$ cat src/hw/rtl/fvn2d_pkg.sv
`timescale 1ns / 1ps
// ----------------------------------------------------------------------------
// fvn2d_pkg: shared types and constants
// Configuration layout, queue entry and hash constants of the fractal
// value noise block.
// ----------------------------------------------------------------------------
package fvn2d_pkg;

  // Configuration register indexes
  localparam logic [7:0] REG_PERSISTENCE = 8'd0;
  localparam logic [7:0] REG_BASE_FREQ   = 8'd1;
  localparam logic [7:0] REG_OCT_COUNT   = 8'd2;
  localparam logic [7:0] REG_SEED        = 8'd3;

  // Hash constants
  localparam logic [31:0] HASH_YMUL = 32'd3251;
  localparam logic [31:0] HASH_M1   = 32'd15731;
  localparam logic [31:0] HASH_A1   = 32'd789221;
  localparam logic [31:0] HASH_A2   = 32'd1376312589;
  localparam logic [31:0] NOISE_ONE = 32'h4000_0000;

  // Amplitude of the first octave, Q.16
  localparam logic [16:0] AMP_ONE = 17'h1_0000;

  // Coordinate queue
  localparam int QDEPTH = 4;
  localparam int QAW    = 2;

  // Width of coordinate times base frequency
  localparam int PW = 56;

  typedef struct packed {
    logic [15:0] persistence;
    logic [23:0] base_freq;
    logic [3:0]  octave_count;
    logic [31:0] seed;
  } cfg_t;

  typedef struct packed {
    logic signed [PW-1:0] px;
    logic signed [PW-1:0] py;
  } q_entry_t;

endpackage

$ cat src/hw/rtl/fvn2d_queue.sv
`timescale 1ns / 1ps
// ----------------------------------------------------------------------------
// fvn2d_queue: coordinate queue
// Short FIFO between the input stage and the octave engine.
// ----------------------------------------------------------------------------
module fvn2d_queue (
  input  logic                clk,
  input  logic                rst_n,
  input  logic                push,
  input  fvn2d_pkg::q_entry_t push_data,
  input  logic                pop,
  output fvn2d_pkg::q_entry_t head,
  output logic                full,
  output logic                empty
);

  fvn2d_pkg::q_entry_t          mem_r [fvn2d_pkg::QDEPTH];
  logic [fvn2d_pkg::QAW-1:0]    wp_r, wp_nxt, rp_r, rp_nxt;
  logic [fvn2d_pkg::QAW:0]      cnt_r, cnt_nxt;

  assign full  = (cnt_r == (fvn2d_pkg::QAW+1)'(fvn2d_pkg::QDEPTH));
  assign empty = (cnt_r == '0);
  assign head  = mem_r[rp_r];

  // pointer and fill count
  always_comb begin
    wp_nxt  = wp_r;
    rp_nxt  = rp_r;
    cnt_nxt = cnt_r;
    if (push) begin
      wp_nxt = wp_r + 1'b1;
    end
    if (pop) begin
      rp_nxt = rp_r + 1'b1;
    end
    if (push && !pop) begin
      cnt_nxt = cnt_r + 1'b1;
    end else if (!push && pop) begin
      cnt_nxt = cnt_r - 1'b1;
    end
  end

  always_ff @(posedge clk) begin
    if (!rst_n) begin
      wp_r  <= '0;
      rp_r  <= '0;
      cnt_r <= '0;
    end else begin
      wp_r  <= wp_nxt;
      rp_r  <= rp_nxt;
      cnt_r <= cnt_nxt;
    end
  end

  always_ff @(posedge clk) begin
    if (push) begin
      mem_r[wp_r] <= push_data;
    end
  end

endmodule

$ cat config.mk
export PLATFORM = sky130hd
export DESIGN_NAME = fvn2d_queue
export DESIGN_NICKNAME = d
export VERILOG_FILES = /design/src/hw/rtl/fvn2d_pkg.sv /design/src/hw/rtl/fvn2d_queue.sv
export SDC_FILE = /design/constraint.sdc
export NUM_CORES = 1
export LEC_CHECK = 0
export ABC_AREA = 1
export BUFFER_PORTS_ARGS = -buffer_cell sky130_fd_sc_hd__buf_2
export CORE_ASPECT_RATIO = 2
export CORE_MARGIN = 1.5
export CORE_UTILIZATION = 45
export DETAILED_ROUTE_END_ITERATION = 16
export PLACE_DENSITY = 0.66
export SETUP_SLACK_MARGIN = 0.05
export SLEW_MARGIN = 25
export SYNTH_ARGS = -nofsm -noshare
export SYNTH_HDL_FRONTEND = slang
export SYNTH_SLANG_ARGS = --single-unit
$ cat constraint.sdc
create_clock -name clk -period 4.9 [get_ports clk]
set_input_delay 0.245 -clock clk [delete_from_list [all_inputs] [get_ports clk]]
set_output_delay 0.245 -clock clk [all_outputs]
set_load 0.02 [all_outputs]
==> results of run 1 <==
-- through the flow --
stage / total power, µW / utilization, %
2_1_floorplan: 5130 / -
3_3_place_gp: 5440 / 49.5
3_5_place_dp: 5460 / 49.5
4_1_cts: 8460 / 55.8
5_1_grt: 8670 / 55.8
6_report: 8400 / 55.8
-- synthesized netlist by cell type (all sizes together) --
cell type	number
nor3	2
o21ai	230
dfxtp	9
clkbuf	42
inv	17
a21oi	4
nand4	1
nand3	1
fa	1
nand2	9
ha	5
edfxtp	448
nor2	229
o22ai	112
buf	31
-- area by class of cell --
type,count,share of cell area [%]
Antenna cell,1,0.0120
Clock inverter,18,0.751
Timing Repair Buffer,355,11.7
Sequential cell,457,65.5
Inverter,17,0.397
Clock buffer,50,5.09
Tap cell,459,2.76
Multi-Input combinational cell,594,13.8
-- cell usage in the layout (no fill, tap or decap), types with 2 or more instances in the layout --
cell and instances:
edfxtp_1 448, nor2_1 229, buf_2 229, o21ai_0 180, dlygate4sd3_1 113, o22ai_1 112
o21ai_1 50, clkbuf_16 41, inv_1 11, nand2_1 9, clkbuf_1 9, buf_4 9
clkinv_2 7, dfxtp_1 7, ha_1 5, clkinvlp_4 5, inv_4 4, a21oi_1 4
clkinv_1 3, buf_12 3, nor3_1 2, dfxtp_4 2, bufinv_16 2, clkinv_4 2
-- worst max-delay path by stage --
stage | to | startpoint | slack (ps)
2_1_floorplan | mem_r[2][0]$_DFFE_PP_ | wp_r[0]$_SDFFE_PN0P_ | 1690
3_3_place_gp | head[108] | register | 2190
3_5_place_dp | head[38] | register | 2120
4_1_cts | head[56] | register | 1560
5_1_grt | head[75] | register | 1380
6_report | head[73] | register | 1610
-- registers in the layout, indices dropped and copies added (netlist names), named ones only --
register  count
wp_r          2
mem_r       448
cnt_r         3
rp_r          2
-- where the power goes --
group	internal (µW)	switching, µW	total, µW
clock	1640	1310	2950
sequential	4470	54.2	4520
combinational	301	621	923
total	6410	1980	8400
-- worst min-delay path: stages --
cell	delay, ps
buf_2	140
inv_1	100
a21oi_1	70
-- metal layers --
metal	vias up	wire, µm	part of all wire, %
met2	313	20700	55
met4	0	1140	3.0
met3	66	1640	4.3
met5	-	0	0
li1	4938	-	-
met1	5214	14500	38
-- kinds of logic (layout without fill, tap and decap cells) --
kind of cell / Yosys count / after routing
flops: 457 / 457
simple gates: 242 / 242
other cells: 0 / 1
fa+ha+maj: 6 / 6
compound gates: 346 / 346
buf+inv: 90 / 440
==> results.txt, run 1 <==
fin crit period - 3290 ps
global router's overall resource usage - 19.0%
top cells by area, synth - edfxtp_1 79%, o21ai_0 5.3%, nor2_1 5.0%, o22ai_1 4.1%, o21ai_1 1.5%
largest area contributor in the synthesized netlist - edfxtp_1
placed insts - 1,768
r2r worst-path depth - 5
Worst EP arrival - 3050 ps
simple-gate share of the synthesized area - 5.37%
post-cts sizing count - 0
first-pass GRT wire length - 56.8 mm
Seq cells post-synth - 457
IO Count - 230
number of placement rows - 100
CP max FO - 65
area of the core - 37,300 µm²
slowest stage delay, CP - 670 ps
maximum clock path buffer count - 3
Layout Cells excl Fill - 1,951
Mapped Nets - 1,263
Slew Viols, Final - 0
dpl hpwl - 21.0 mm
design area - 20,800 µm²
unrepaired setup endpoints after global routing - false
vias per std cell - 5.40
Yosys cell types - 23
Synth Area in XOR/XNOR - 0%
CP delay by family, top - buffers and inverters
setup bufs post-CTS - 0
mux cell area share after synthesis - 0%
Root Driver - clkbuf_16
H-tree depth reported by CTS - 2
synth warn - 0
die width - 141 µm
DIE AREA - 39,100 µm²
Critical Setup Path Class - register to output port
final worst setup slack - 1610 ps
worst hold-check path type - input pin to register
R2R setup slack - 2610 ps
clk_skew - 9.03 ps
Wirelength per Cell - 19.5 µm
clock sinks - 457
Post-DRT Antenna Nets - 0
Crit. path cell count - 5
Die Y-Extent - 278 µm
Syn Area/Cell - 14.9 µm²
endpoints failing hold - 0
setup violators final - 0
CP Launch Type - register
pre-CTS setup slack - 2120 ps
Pleak - 0.00727 µW
FF-to-FF Start - wp_r[0]$_SDFFE_PN0P_
initial antenna violation count - 1
M1 GR Usage - 21.0%
largest net degree at the start of global routing - 182
clk_lat worst skew - 520 ps
CP Data Required Time - 4660 ps
TritonCTS clock tree - built
Area Overhead vs Synth - 22.2%
hold path endpoint - wp_r[1]$_SDFFE_PN0P_
fillers - 2,965
r2r endpoint - mem_r[0][88]$_DFFE_PP_
TNS Setup - 0 ps
dpl cell area - 18,400 µm²
headroom to the max-slew limit - 32.6%
Post-CTS Hold Fix Bufs - 113
Final period util - 67.2%
Synth Area in Compound Gates - 11.0%
met3 Usage GRT - 2.60%
Final GP Congestion - 0.744
CP Cell Sequence - buf_4 -> buf_4 -> o21ai_0 -> o22ai_1 -> buf_2
Max-cap violations - 0
global route overflow - 0
DRT Pass-1 Iters - 7
hold path cells - 3
status - complete, no violations
main combinational cell family by area after synthesis - compound AO/OA/AOI/OAI gates
Reg area - 13,600 µm²
IO buf count - 229
Crit-path slowest cell - dfxtp_4
multi-input logic area - 2870 µm²
Syn Inst Count - 1,141
global-route met2 utilization - 36.4%
share of the synthesized area in the top cell type - 78.9%
maximum vdd ir drop - 0.385 mV
Slew @ Worst Pin - 1010 ps
CP most frequent cell - buf_4
sequential fraction of the synthesis area - 80.0%
Netlist Area Pre-Place - 17,000 µm²
pwr dens - 403 nW/µm²
Final #Nets - 1,587
Critical Path Sink Type - output port
cts bufs inserted - 40
final wirelength - 38.0 mm
hold path startpoint - push
vias after detailed routing - 10.5k
Starting DRT DRC Count - 497
fmax - 304 MHz
DRC viols - 0
crit path buf inv count - 3
gr busiest metal - met2
Initial Util - 45.7%
final hold slack - 77.5 ps
share of cells above drive strength 1 - 20.5%
vias in the first global route - 10.7k
adder-cell share of the synthesized area - 0.485%
clock-pin slew on the worst setup and hold paths - 70 ps
No activity file was read; power rests on OpenSTA's default activity.
==> inputs of run 2 (changes only) <==
- clock period: 4.9 -> 3.05 ns (I/O delays scaled with it)
==> results.txt, run 2 (same netlist as run 1, synthesis figures left out) <==
status - complete, no violations
Critical Path Sink Type - output port
Area Overhead vs Synth - 23.4%
dpl cell area - 18,600 µm²
clk_skew - 16.5 ps
clock-pin slew on the worst setup and hold paths - 60 ps
Critical Setup Path Class - register to output port
slowest stage delay, CP - 510 ps
clock sinks - 457
vias after detailed routing - 10.6k
headroom to the max-slew limit - 48.1%
endpoints failing hold - 0
TritonCTS clock tree - built
Max-cap violations - 0
Starting DRT DRC Count - 624
DRC viols - 0
post-cts sizing count - 0
Pleak - 0.00733 µW
clk_lat worst skew - 540 ps
fillers - 2,985
IO Count - 230
Final #Nets - 1,594
share of cells above drive strength 1 - 20.5%
largest net degree at the start of global routing - 159
area of the core - 37,300 µm²
Initial Util - 45.7%
setup bufs post-CTS - 0
H-tree depth reported by CTS - 2
worst hold-check path type - input pin to register
initial antenna violation count - 3
Post-CTS Hold Fix Bufs - 115
Crit-path slowest cell - buf_12
crit path buf inv count - 2
first-pass GRT wire length - 59.4 mm
Slew Viols, Final - 0
Worst EP arrival - 2380 ps
Final period util - 83.0%
Final GP Congestion - 0.751
vias per std cell - 5.41
setup violators final - 0
CP Launch Type - register
TNS Setup - 0 ps
most frequent cells in the layout - 448 x edfxtp_1, 229 x nor2_1, 229 x buf_2, 180 x o21ai_0, 115 x dlygate4sd3_1
design area - 21,000 µm²
dpl hpwl - 22.1 mm
max reg flops - 448
fin crit period - 2530 ps
DIE AREA - 39,100 µm²
unrepaired setup endpoints after global routing - false
Top reg by flops - mem_r
final wirelength - 38.9 mm
CP delay by family, top - buffers and inverters
pwr dens - 648 nW/µm²
DRT Pass-1 Iters - 6
vias in the first global route - 11.0k
global router's overall resource usage - 19.8%
commonest non-fill, non-tap cell in the layout - edfxtp_1
Root Driver - clkbuf_16
Die Y-Extent - 278 µm
Wirelength per Cell - 19.8 µm
CP Data Required Time - 2900 ps
Largest regs - mem_r: 448 flops, cnt_r: 3 flops
CP Cell Sequence - buf_12 -> o21ai_0 -> o22ai_1 -> buf_2
number of placement rows - 100
global route overflow - 0
Post-DRT Antenna Nets - 0
IO buf count - 229
maximum clock path buffer count - 3
Slew @ Worst Pin - 776 ps
CP max FO - 158
maximum vdd ir drop - 0.332 mV
die width - 141 µm
cts bufs inserted - 40
fmax - 395 MHz
[run 2: cell types whose count changed in the layout (fill, tap and decap cells not counted), moves of 3 or more]
cell / before / now
inv_4: 4 / 0
clkinv_1: 3 / 6
buf_12: 3 / 14
buf_4: 9 / 4
clkbuf_1: 9 / 12
[run 2: cell type report]
class                           instances  area [µm²]  area share, %
Antenna cell                            3        7.51         0.0357
Clock buffer                           53        1070           5.09
Clock inverter                         17         165          0.786
Inverter                               17        87.6          0.417
Multi-Input combinational cell        594        2870           13.6
Sequential cell                       457       13600           64.9
Tap cell                              459         574           2.73
Timing Repair Buffer                  362        2610           12.4
[run 2: metrics by stage]
step	total power [µW]	std cells	hold slack [ps]	setup WS, ps	utilization, %
floorplan	8240	1141	251	320	-
global placement	8790	1774	361	920	50.0
detailed placement	8820	1774	368	901	50.0
CTS	13800	1959	336	454	56.4
global route	14100	1962	365	336	56.4
finish	13600	1962	358	519	56.4
[run 2: routing by layer]
metal,vias to the layer above,global-route usage [%],wire (µm)
met5,-,0,0
met4,0,8.89,1520
met3,79,3.46,1910
met2,298,36.1,20800
met1,5259,22.5,14700
li1,4972,-,-
[run 2: power breakdown]
part	switching [µW]	internal (µW)
Combinational	1040	508
Sequential	64.5	7180
Clock	2100	2730
[run 2: worst reg2reg max path, stage by stage (launching register included)]
cell	delay (ps)
dfxtp_1	360
inv_1	90
ha_1	200
nand2_1	100
clkinvlp_4	600
buf_12	470
[run 2: path summary, 6_finish.rpt]
kind,to,startpoint,depth (start not counted),slack [ps]
worst max register to register,mem_r[0][66]$_DFFE_PP_,wp_r[0]$_SDFFE_PN0P_,5,910
worst min register to register,register,rp_r[1]$_SDFFE_PN0P_,1,440
worst max-delay path,head[55],register,4,520
worst min-delay path,mem_r[2][38]$_DFFE_PP_,push_data[38],2,360
